==> config.mk <==
export PLATFORM = sky130hd
export DESIGN_NAME = linear_interpolation_resampler
export DESIGN_NICKNAME = d
export VERILOG_FILES = /design/src/sv/lir_pkg.sv /design/src/sv/lir_front.sv /design/src/sv/lir_back.sv /design/src/sv/linear_interpolation_resampler.sv
export SDC_FILE = /design/constraint.sdc
export NUM_CORES = 2
export LEC_CHECK = 0
export BUFFER_PORTS_ARGS = -buffer_cell sky130_fd_sc_hd__buf_2
export CAP_MARGIN = 20
export CORE_UTILIZATION = 45
export DETAILED_ROUTE_END_ITERATION = 16
export SKIP_LAST_GASP = 1
export SLEW_MARGIN = 20
export SYNTH_ARGS = -nofsm -noshare
export SYNTH_HDL_FRONTEND = slang
export SYNTH_SLANG_ARGS = --single-unit
==> constraint.sdc <==
create_clock -name clk -period 23.6 [get_ports clk]
set_input_delay 2.36 -clock clk [delete_from_list [all_inputs] [get_ports clk]]
set_output_delay 2.36 -clock clk [all_outputs]
set_load 0.02 [all_outputs]
==> src/sv/lir_pkg.sv <==
`timescale 1ns / 1ps
// ----------------------------------------------------------------------------
// lir_pkg: shared types and constants of the linear interpolation resampler
// Sample width, word formats, register indexes and queue item encoding.
// ----------------------------------------------------------------------------
package lir_pkg;

	// fixed sample format, q1.23
	localparam int SAMPLE_W    = 24;
	// width of the emitted-output counter
	localparam int EMIT_W      = 35;
	// most results one input word can cause
	localparam int MAX_RESULTS = 18;
	localparam int RES_W       = $clog2(MAX_RESULTS + 1);
	// digit width of the serial total multiplier
	localparam int DIGIT_W     = 8;
	localparam int CFG_IDX_W   = 2;

	// configuration register indexes
	typedef enum logic [CFG_IDX_W-1:0] {
		REG_BYPASS = 2'd0,
		REG_STEP   = 2'd1,
		REG_RATIO  = 2'd2
	} cfg_reg_t;

	// how the back end treats a queued word
	typedef enum logic [1:0] {
		ITEM_DROP   = 2'd0,
		ITEM_PASS   = 2'd1,
		ITEM_INTERP = 2'd2
	} item_kind_t;

	typedef struct packed {
		logic signed [SAMPLE_W-1:0] sample_value;
		logic                       is_last;
	} in_word_t;

	typedef struct packed {
		logic signed [SAMPLE_W-1:0] out_value;
		logic                       end_of_run;
		logic                       end_of_stream;
	} out_word_t;

	typedef struct packed {
		item_kind_t                 kind;
		logic signed [SAMPLE_W-1:0] sample;
		logic                       last;
	} q_item_t;

endpackage

==> src/sv/lir_front.sv <==
`timescale 1ns / 1ps
// ----------------------------------------------------------------------------
// lir_front: input classifier and word queue
// Tags each accepted word as dropped, passed or interpolated and holds it
// in a two-entry queue until the back end takes it.
// ----------------------------------------------------------------------------
module lir_front import lir_pkg::*; (
	input  logic     clk,
	input  logic     arst_n,
	input  logic     bypass,
	input  logic     ratio_zero,
	input  logic     in_valid,
	output logic     in_ready,
	input  in_word_t in_data,
	output logic     head_valid,
	output q_item_t  head,
	input  logic     pop
);

	localparam int QDEPTH = 2;
	localparam int PTR_W  = $clog2(QDEPTH);
	localparam int CNT_W  = $clog2(QDEPTH + 1);

	q_item_t          slot_q [QDEPTH];
	logic [PTR_W-1:0] wr_q;
	logic [PTR_W-1:0] rd_q;
	logic [CNT_W-1:0] cnt_q;
	q_item_t          item;
	logic             push;

	// classify the incoming word
	always_comb begin
		item.sample = in_data.sample_value;
		item.last   = in_data.is_last;
		if (ratio_zero) begin
			item.kind = ITEM_DROP;
		end else if (bypass) begin
			item.kind = ITEM_PASS;
		end else begin
			item.kind = ITEM_INTERP;
		end
	end

	assign in_ready   = (cnt_q != CNT_W'(QDEPTH));
	assign push       = in_valid && in_ready;
	assign head_valid = (cnt_q != '0);
	assign head       = slot_q[rd_q];

	// queue storage
	always_ff @(posedge clk) begin
		if (push) begin
			slot_q[wr_q] <= item;
		end
	end

	// queue pointers and fill count
	always_ff @(posedge clk or negedge arst_n) begin
		if (!arst_n) begin
			wr_q  <= '0;
			rd_q  <= '0;
			cnt_q <= '0;
		end else begin
			if (push) begin
				wr_q <= wr_q + PTR_W'(1);
			end
			if (pop) begin
				rd_q <= rd_q + PTR_W'(1);
			end
			if (push && !pop) begin
				cnt_q <= cnt_q + CNT_W'(1);
			end else if (pop && !push) begin
				cnt_q <= cnt_q - CNT_W'(1);
			end
		end
	end

	// a pop never runs ahead of the queue
	a_pop_has_word: assert property (@(posedge clk) disable iff (!arst_n)
		pop |-> head_valid)
		else $error("pop from empty queue");

	a_fill_bound: assert property (@(posedge clk) disable iff (!arst_n)
		cnt_q <= CNT_W'(QDEPTH))
		else $error("queue fill count out of range");

endmodule

==> src/sv/lir_back.sv <==
`timescale 1ns / 1ps
// ----------------------------------------------------------------------------
// lir_back: interpolation sequencer and output register
// Holds stream state, emits interpolated words one per cycle unless the output
// stalls, works out the stream total on the last word and pads with copies.
// ----------------------------------------------------------------------------
module lir_back import lir_pkg::*; #(
	parameter int FRAC_BITS  = 24,
	parameter int COUNT_BITS = 32
) (
	input  logic                 clk,
	input  logic                 arst_n,
	input  logic [FRAC_BITS+4:0] input_step,
	input  logic [FRAC_BITS+3:0] output_ratio,
	input  logic                 head_valid,
	input  q_item_t              head,
	output logic                 pop,
	output logic                 out_valid,
	input  logic                 out_ready,
	output out_word_t            out_data
);

	localparam int NP_W    = FRAC_BITS + 5;
	localparam int RATIO_W = FRAC_BITS + 4;
	localparam int CNT_W   = COUNT_BITS + 1;
	localparam int NDIG    = (CNT_W + DIGIT_W - 1) / DIGIT_W;
	localparam int PW      = NDIG * DIGIT_W;
	localparam int ACC_W   = PW + RATIO_W;
	localparam int TOT_W   = ACC_W - FRAC_BITS;
	localparam int CMP_W   = (TOT_W > EMIT_W) ? TOT_W : EMIT_W;
	localparam int DG_W    = $clog2(NDIG);
	localparam int DIF_W   = SAMPLE_W + 1;
	localparam int PROD_W  = SAMPLE_W + FRAC_BITS + 3;
	localparam int DPR_W   = RATIO_W + DIGIT_W;

	localparam logic [NP_W-1:0]           ONE_POS   = NP_W'(1) << FRAC_BITS;
	localparam logic [NP_W-1:0]           STEP_MIN  = ONE_POS >> 3;
	localparam logic [NP_W-1:0]           STEP_MAX  = ONE_POS << 4;
	localparam logic [RATIO_W-1:0]        RATIO_MAX = RATIO_W'(1) << (FRAC_BITS + 3);
	localparam logic [ACC_W-1:0]          HALF_ACC  = ACC_W'(1) << (FRAC_BITS - 1);
	localparam logic signed [PROD_W-1:0]  HALF_P    = PROD_W'(1) << (FRAC_BITS - 1);
	localparam logic [COUNT_BITS-1:0]     SEEN_MAX  = '1;
	localparam logic [EMIT_W-1:0]         EMIT_MAX  = '1;

	typedef enum logic [5:0] {
		S_IDLE = 6'b000001,
		S_MUL  = 6'b000010,
		S_RND  = 6'b000100,
		S_REM  = 6'b001000,
		S_EMIT = 6'b010000,
		S_PAD  = 6'b100000
	} state_t;

	state_t                     state_q;
	// stream state
	logic signed [SAMPLE_W-1:0] prev_q;
	logic [NP_W-1:0]            next_pos_q;
	logic [COUNT_BITS-1:0]      seen_q;
	logic [EMIT_W-1:0]          emitted_q;
	// per-word working registers
	logic signed [SAMPLE_W-1:0] cur_q;
	logic                       last_q;
	logic                       first_q;
	logic signed [SAMPLE_W-1:0] base_q;
	logic signed [DIF_W-1:0]    diff_q;
	logic [RES_W-1:0]           rem_q;
	logic [RES_W-1:0]           n_q;
	logic [ACC_W-1:0]           acc_q;
	logic [PW-1:0]              cnt_sh_q;
	logic [DG_W-1:0]            dig_q;
	logic [TOT_W-1:0]           total_q;
	// output register
	logic                       out_valid_q;
	out_word_t                  out_word_q;

	logic [NP_W-1:0]            step_c;
	logic [RATIO_W-1:0]         ratio_c;
	logic [NP_W-1:0]            limit;
	logic [NP_W-1:0]            np_adv;
	logic [RES_W-1:0]           n_inc;
	logic                       can_push;
	logic                       cond;
	logic                       emit_final;
	logic                       pad_final;
	logic                       push;
	out_word_t                  push_word;
	logic                       seen_zero;
	logic signed [SAMPLE_W-1:0] prev_eff;
	logic signed [PROD_W-1:0]   diff_x;
	logic signed [PROD_W-1:0]   t_x;
	logic signed [PROD_W-1:0]   rnd;
	logic signed [DIF_W-1:0]    delta;
	logic signed [DIF_W-1:0]    interp_sum;
	logic [DPR_W-1:0]           dprod;
	logic [CMP_W-1:0]           tot_x;
	logic [CMP_W-1:0]           em_x;
	logic [CMP_W-1:0]           gap;

	// saturate step and ratio into their working ranges
	always_comb begin
		if (input_step < STEP_MIN) begin
			step_c = STEP_MIN;
		end else if (input_step > STEP_MAX) begin
			step_c = STEP_MAX;
		end else begin
			step_c = input_step;
		end
		ratio_c = (output_ratio > RATIO_MAX) ? RATIO_MAX : output_ratio;
	end

	// interpolation datapath: base + round(diff * t)
	assign diff_x     = PROD_W'(diff_q);
	assign t_x        = PROD_W'({1'b0, next_pos_q[FRAC_BITS:0]});
	assign rnd        = diff_x * t_x + HALF_P;
	assign delta      = rnd[FRAC_BITS +: DIF_W];
	assign interp_sum = {base_q[SAMPLE_W-1], base_q} + delta;

	// loop control
	assign limit      = first_q ? '0 : ONE_POS;
	assign np_adv     = next_pos_q + step_c;
	assign n_inc      = n_q + RES_W'(1);
	assign can_push   = !out_valid_q || out_ready;
	assign cond       = (next_pos_q <= limit) && (n_q < rem_q);
	assign emit_final = (n_inc == rem_q) || (!last_q && (np_adv > limit));
	assign pad_final  = (n_inc == rem_q);

	// first word of a stream interpolates against itself
	assign seen_zero  = (seen_q == '0);
	assign prev_eff   = seen_zero ? head.sample : prev_q;

	// one digit of the stream-length product per cycle
	assign dprod = {{DIGIT_W{1'b0}}, ratio_c} *
		{{RATIO_W{1'b0}}, cnt_sh_q[PW-1 -: DIGIT_W]};

	// remaining results once the total is known
	assign tot_x = CMP_W'(total_q);
	assign em_x  = CMP_W'(emitted_q);
	assign gap   = tot_x - em_x;

	// queue pop and result word selection
	always_comb begin
		pop                     = 1'b0;
		push                    = 1'b0;
		push_word.out_value     = interp_sum[SAMPLE_W-1:0];
		push_word.end_of_run    = emit_final;
		push_word.end_of_stream = emit_final && last_q;
		unique case (state_q)
			S_IDLE: begin
				pop = head_valid && ((head.kind != ITEM_PASS) || can_push);
				if (pop && (head.kind == ITEM_PASS)) begin
					push                    = 1'b1;
					push_word.out_value     = head.sample;
					push_word.end_of_run    = 1'b1;
					push_word.end_of_stream = head.last;
				end
			end
			S_EMIT: begin
				push = cond && can_push;
			end
			S_PAD: begin
				push                    = (n_q < rem_q) && can_push;
				push_word.out_value     = cur_q;
				push_word.end_of_run    = pad_final;
				push_word.end_of_stream = pad_final;
			end
			default: begin
				push = 1'b0;
			end
		endcase
	end

	// sequencer, stream state and output register
	always_ff @(posedge clk or negedge arst_n) begin
		if (!arst_n) begin
			state_q     <= S_IDLE;
			prev_q      <= '0;
			next_pos_q  <= '0;
			seen_q      <= '0;
			emitted_q   <= '0;
			cur_q       <= '0;
			last_q      <= 1'b0;
			first_q     <= 1'b0;
			base_q      <= '0;
			diff_q      <= '0;
			rem_q       <= '0;
			n_q         <= '0;
			acc_q       <= '0;
			cnt_sh_q    <= '0;
			dig_q       <= '0;
			total_q     <= '0;
			out_valid_q <= 1'b0;
			out_word_q  <= '0;
		end else begin
			if (can_push) begin
				out_valid_q <= push;
			end
			if (push) begin
				out_word_q <= push_word;
			end
			unique case (state_q)
				S_IDLE: begin
					if (pop) begin
						cur_q  <= head.sample;
						last_q <= head.last;
						n_q    <= '0;
						case (head.kind)
							ITEM_INTERP: begin
								first_q <= seen_zero;
								base_q  <= prev_eff;
								diff_q  <= {head.sample[SAMPLE_W-1], head.sample} -
									{prev_eff[SAMPLE_W-1], prev_eff};
								prev_q  <= prev_eff;
								if (head.last) begin
									cnt_sh_q <= PW'(seen_q) + PW'(1);
									acc_q    <= '0;
									dig_q    <= DG_W'(NDIG - 1);
									state_q  <= S_MUL;
								end else begin
									rem_q   <= RES_W'(MAX_RESULTS);
									state_q <= S_EMIT;
								end
							end
							ITEM_PASS: begin
								if (head.last) begin
									prev_q     <= '0;
									next_pos_q <= '0;
									seen_q     <= '0;
									emitted_q  <= '0;
								end else if (seen_q != SEEN_MAX) begin
									seen_q <= seen_q + COUNT_BITS'(1);
								end
							end
							default: begin
								// dropped word still ends the stream
								if (head.last) begin
									prev_q     <= '0;
									next_pos_q <= '0;
									seen_q     <= '0;
									emitted_q  <= '0;
								end
							end
						endcase
					end
				end
				S_MUL: begin
					acc_q    <= (acc_q << DIGIT_W) + ACC_W'(dprod);
					cnt_sh_q <= cnt_sh_q << DIGIT_W;
					if (dig_q == '0) begin
						state_q <= S_RND;
					end else begin
						dig_q <= dig_q - DG_W'(1);
					end
				end
				S_RND: begin
					total_q <= TOT_W'((acc_q + HALF_ACC) >> FRAC_BITS);
					state_q <= S_REM;
				end
				S_REM: begin
					if (tot_x > em_x) begin
						rem_q <= (gap >= CMP_W'(MAX_RESULTS)) ?
							RES_W'(MAX_RESULTS) : gap[RES_W-1:0];
					end else begin
						rem_q <= '0;
					end
					state_q <= S_EMIT;
				end
				S_EMIT: begin
					if (cond) begin
						if (can_push) begin
							n_q        <= n_inc;
							next_pos_q <= np_adv;
							if (emitted_q != EMIT_MAX) begin
								emitted_q <= emitted_q + EMIT_W'(1);
							end
						end
					end else if (last_q) begin
						state_q <= S_PAD;
					end else begin
						if (!first_q) begin
							next_pos_q <= (next_pos_q > ONE_POS) ?
								next_pos_q - ONE_POS : '0;
						end
						prev_q <= cur_q;
						if (seen_q != SEEN_MAX) begin
							seen_q <= seen_q + COUNT_BITS'(1);
						end
						state_q <= S_IDLE;
					end
				end
				S_PAD: begin
					if (n_q < rem_q) begin
						if (can_push) begin
							n_q <= n_inc;
						end
					end else begin
						prev_q     <= '0;
						next_pos_q <= '0;
						seen_q     <= '0;
						emitted_q  <= '0;
						state_q    <= S_IDLE;
					end
				end
				default: begin
					state_q <= S_IDLE;
				end
			endcase
		end
	end

	assign out_valid = out_valid_q;
	assign out_data  = out_word_q;

	// result count never passes its bound
	a_rem_bound: assert property (@(posedge clk) disable iff (!arst_n)
		(state_q == S_EMIT || state_q == S_PAD) |-> (n_q <= rem_q) &&
			(rem_q <= RES_W'(MAX_RESULTS)))
		else $error("result count past its bound");

	// interpolation weight stays within one sample interval
	a_weight_range: assert property (@(posedge clk) disable iff (!arst_n)
		(push && state_q == S_EMIT) |-> next_pos_q <= ONE_POS)
		else $error("interpolation position outside interval");

	// the stream's final word also closes its run
	a_eos_closes_run: assert property (@(posedge clk) disable iff (!arst_n)
		(out_valid_q && out_word_q.end_of_stream) |-> out_word_q.end_of_run)
		else $error("end of stream without end of run");

	// digit multiply runs straight into rounding
	a_mul_flow: assert property (@(posedge clk) disable iff (!arst_n)
		(state_q == S_MUL) |=> (state_q == S_MUL || state_q == S_RND))
		else $error("multiply sequence broken");

endmodule

==> src/sv/linear_interpolation_resampler.sv <==
`timescale 1ns / 1ps
// ----------------------------------------------------------------------------
// linear_interpolation_resampler: linear interpolation sample rate converter
// Resamples a stream of q1.23 samples by a fixed-point step, pads the
// stream to its rounded total on the last sample, with a bypass mode.
// ----------------------------------------------------------------------------
//  channel  direction  handshake              payload
//  in       input      in_valid / in_ready    in_data  (sample_value, is_last)
//  out      output     out_valid / out_ready  out_data (out_value, end_of_run,
//                                                       end_of_stream)
//  cfg      input      cfg_valid / cfg_ready  cfg_index, cfg_data
//
// Passed and dropped words are handled in the idle state as they are popped.
// An interpolated word is loaded, emits its results and closes; a last word
// first multiplies the sample count by the ratio one 8-bit digit at a time
// (5 digits at COUNT_BITS = 32), rounds and clamps the total in S_RND and
// S_REM, pads with copies and clears the stream.
// A two-word queue lets the input run ahead of the sequencer; the output
// register holds the sequencer while it holds a word and out_ready is low.
// Reset clears the stream state and loads step and ratio with one.
// ----------------------------------------------------------------------------
module linear_interpolation_resampler import lir_pkg::*; #(
	parameter int FRAC_BITS  = 24,
	parameter int COUNT_BITS = 32
) (
	input  logic                 clk,
	input  logic                 arst_n,
	input  logic                 in_valid,
	output logic                 in_ready,
	input  in_word_t             in_data,
	output logic                 out_valid,
	input  logic                 out_ready,
	output out_word_t            out_data,
	input  logic                 cfg_valid,
	output logic                 cfg_ready,
	input  logic [CFG_IDX_W-1:0] cfg_index,
	input  logic [FRAC_BITS+4:0] cfg_data
);

	localparam int STEP_W  = FRAC_BITS + 5;
	localparam int RATIO_W = FRAC_BITS + 4;
	localparam logic [STEP_W-1:0]  STEP_RESET  = STEP_W'(1) << FRAC_BITS;
	localparam logic [RATIO_W-1:0] RATIO_RESET = RATIO_W'(1) << FRAC_BITS;

	logic               bypass_q;
	logic [STEP_W-1:0]  step_q;
	logic [RATIO_W-1:0] ratio_q;
	logic               head_valid;
	q_item_t            head;
	logic               pop;

	assign cfg_ready = 1'b1;

	// configuration registers
	always_ff @(posedge clk or negedge arst_n) begin
		if (!arst_n) begin
			bypass_q <= 1'b0;
			step_q   <= STEP_RESET;
			ratio_q  <= RATIO_RESET;
		end else if (cfg_valid) begin
			unique case (cfg_reg_t'(cfg_index))
				REG_BYPASS: bypass_q <= cfg_data[0];
				REG_STEP:   step_q   <= cfg_data;
				REG_RATIO:  ratio_q  <= cfg_data[RATIO_W-1:0];
				default: begin
					bypass_q <= bypass_q;
				end
			endcase
		end
	end

	lir_front u_front (
		.clk        (clk),
		.arst_n     (arst_n),
		.bypass     (bypass_q),
		.ratio_zero (ratio_q == '0),
		.in_valid   (in_valid),
		.in_ready   (in_ready),
		.in_data    (in_data),
		.head_valid (head_valid),
		.head       (head),
		.pop        (pop)
	);

	lir_back #(
		.FRAC_BITS  (FRAC_BITS),
		.COUNT_BITS (COUNT_BITS)
	) u_back (
		.clk          (clk),
		.arst_n       (arst_n),
		.input_step   (step_q),
		.output_ratio (ratio_q),
		.head_valid   (head_valid),
		.head         (head),
		.pop          (pop),
		.out_valid    (out_valid),
		.out_ready    (out_ready),
		.out_data     (out_data)
	);

endmodule

==> flow_summary.ini <==
[outcome]
status = finished, final reports clean

[floorplan]
row_count = 129
ios = 90
initial_utilization_pct = 45.64
dieWidth_um = 357.0
core_um2 = 124300
die-area_um2 = 127500
die_y_um = 357.0

[clock_network]
path_clk_slew_ns = 0.07
htree_levels = 2
cts_sinks = 509
cts_tree = done
clk_latency_ns = 0.70
post-cts-setup-buffers = 0
cts-root-buf = clkbuf_16
holdBufCountCts = 0
cts_buffers = 60
post_cts_resized = 0
cts_buffer_depth = 3

[place]
dp_hpwl_um = 124100
place_ws_ns = 12.15
gp_congestion = 0.9145
port_buffers = 88
postPlaceCellArea_um2 = 58630
dpl.cell_count = 7745

[route]
vias = 43690
antenna_left = 0
wl_per_cell_um = 20.72
wirelength_um = 162700
viasPerCell = 5.562
firstDrtPassIters = 5
initialDrtViolationCount = 3418
drc = 0

[critical_path]
crit_type = reg -> reg
path_common_cell = fa_1
end_kind = flop
reg2reg_slack_ns = 12.08
required_ns = 24.16
critPathLaunch = u_back.diff_q[6]
cpMaxStageDelayCell = dfrtp_1
max_stage_delay_ns = 1.09
r2r-start = u_back.diff_q[6]
crit_fanout = 26
arrival_ns = 12.08
reg2reg_to = u_back.out_data[25]
crit_path_end = u_back.out_data[25]
ff2ff_path_depth = 38
cp-start-kind = flop

[synth]
synthTopCellsByArea = fa_1 (25%), dfrtp_1 (20%), ha_1 (8.4%)
synthSimpleGateAreaFrac_pct = 17.74
synth_area_um2 = 56720
synthXorXnorAreaFrac_pct = 4.487
ys_ff_latch = 509
synth_compound_area_share_pct = 10.85
seq_area_frac_synth_pct = 22.94
syn_nets = 7438
synth_fa_ha_area_share_pct = 33.55
syn_inst = 6284
synth_top_family_by_area = adder cells
yosys.area.top_type = fa_1
ys.flop_type = dfrtp_1
synth_cell_types = 92
synth_top_area_share_pct = 25.17
avgSynthCellArea_um2 = 9.026
muxShareOfSynthArea_pct = 2.272
async_flop_share_pct = 89.39
synth-edff-count = 54
synth_warnings = 0

[sta]
hold_slack_ns = 0.4795
rsz0062_at_grt = no
tightest_slew_ns = 1.143
finClkSkew_ns = 0.07170
setup_violations = 0
clock.fmax_mhz = 86.79
finalSetupTns_ns = 0
hold_violations = 0
setup_ws_ns = 12.08
min_period_ns = 11.52
maxSlewHeadroom_pct = 23.79
finalMaxSlewViolations = 0
finalCritPeriodShare_pct = 48.82

[pwr]
peakVddDrop_uv = 85.18
powerDensity_nw_per_um2 = 99.21
finalPower_mw = 6.016
p_leak_nw = 29.96

[cells_and_area]
finalNonFillerCells = 7855
finalNetCount = 7325
stdcell_area_um2 = 60640
area_growth_pct = 6.907
final_util_pct = 48.79
drive_above_1_share_pct = 6.498

[grt]
grt_pass1_wl_um = 260000
grt_use_total_pct = 26.13
grt_antenna_before_repair = 3
overflow = 0
grt_pass1_vias = 44480
grt_max_degree = 131

[job]
maxCapViolations = 0

[min_path]
hp-class = reg -> reg
==> where the power goes <==
group / leakage (nW) / internal, mW / total (mW) / switching, mW
combinational: 22.6 / 1.36 / 3.61 / 2.25
clock: 0.967 / 0.546 / 0.953 / 0.407
sequential: 6.37 / 1.13 / 1.45 / 0.320
total: 30.0 / 3.04 / 6.02 / 2.98
==> cell families (layout without fill, tap and decap cells) <==
| logic type | Yosys count | in the layout |
|---|---|---|
| flops | 509 | 509 |
| mux | 118 | 118 |
| compound gates | 987 | 987 |
| other cells | 1 | 2 |
| xor+xnor | 289 | 289 |
| fa+ha+maj | 1093 | 1093 |
| buf+inv | 1224 | 1157 |
| simple gates | 2063 | 2063 |
==> layout make-up <==
class | instances | area, um2
inverter | 876 | 3288
antenna | 1 | 2.502
clock inverter | 27 | 341.6
tap | 1637 | 2048
sequential | 509 | 13010
fill | 11920 | 63640
timing repair buffer | 173 | 1117
clock buffer | 81 | 1650
multi-input combinational | 4551 | 39180
==> worst min path at each step <==
stage	slack, ns	depth (start not counted)	endpoint	start
final	0.48	2	u_back.cnt_sh_q[38]	u_back.cnt_sh_q[30]
after global routing	0.51	1	u_back.dig_q[0]	u_back.dig_q[0]
after CTS	0.47	2	u_back.cnt_sh_q[36]	u_back.cnt_sh_q[28]
after detailed placement	0.46	2	u_back.cnt_sh_q[36]	u_back.cnt_sh_q[28]
after global placement	0.45	2	u_back.cnt_sh_q[37]	u_back.cnt_sh_q[29]
after floorplan	0.44	1	u_back.dig_q[0]	u_back.dig_q[0]
==> critical path: cells and delay by family (launching register included) <==
family,cells,cell delay [ns]
fa+ha+maj,9,4.18
compound gates,15,3.81
flops,1,1.09
xor+xnor,2,0.56
buf+inv,5,0.28
simple gates,7,1.49
==> placed cells by master (no fill, tap or decap), types with 32 or more instances in the layout <==
cell,instances
o21a_1,35
edfxtp_1,54
clkbuf_16,60
nand4_1,58
a21o_1,82
buf_2,87
nand3_1,139
ha_1,380
mux2i_1,32
and3_1,113
o21ai_0,313
inv_1,875
nor2b_1,41
fa_1,713
mux2_2,86
xnor2_1,167
nor2_1,316
dfrtp_1,451
nor3_1,56
buf_4,82
nor4_1,46
nand2_1,766
a21oi_1,262
and2_1,373
nand2b_1,46
xor2_1,121
==> synthesized netlist by cell type (25+ instances only) <==
master and instances:
inv_1 875, nand2_1 767, fa_1 713, dfrtp_1 452, ha_1 380, and2_1 373, nor2_1 324, o21ai_0 313
clkbuf_1 310, a21oi_1 262, xnor2_1 167, nand3_1 139, xor2_1 121, and3_1 113, mux2_2 86, a21o_1 82
nand4_1 58, nor3_1 56, edfxtp_1 54, nand2b_1 46, nor4_1 46, nor2b_1 41, o21a_1 35, mux2i_1 32
or3_1 28, a22o_1 25, a31oi_1 25, buf_1 25
==> registers in the layout (all words and copies together) (netlist names), 6 cells and up <==
signal / count
u_back.acc_q: 68
u_back.out_data: 26
u_front.slot_q: 54
ratio_q: 28
u_back.diff_q: 25
u_back.seen_q: 32
u_back.tot_x: 44
u_back.next_pos_q: 29
u_back.cur_q: 24
step_q: 29
u_back.state_q: 6
u_back.base_q: 24
u_back.cnt_sh_q: 40
u_back.prev_q: 24
u_back.emitted_q: 35
==> routing by layer <==
metal / vias up / routed length [um] / global-route usage (%)
met4: 2 / 4577 / 7.171
met2: 1223 / 74280 / 41.38
met5: - / 20 / 0
met1: 22120 / 74070 / 37.42
li1: 20120 / - / -
met3: 223 / 9786 / 3.633
No activity file was read; power rests on OpenSTA's default activity.
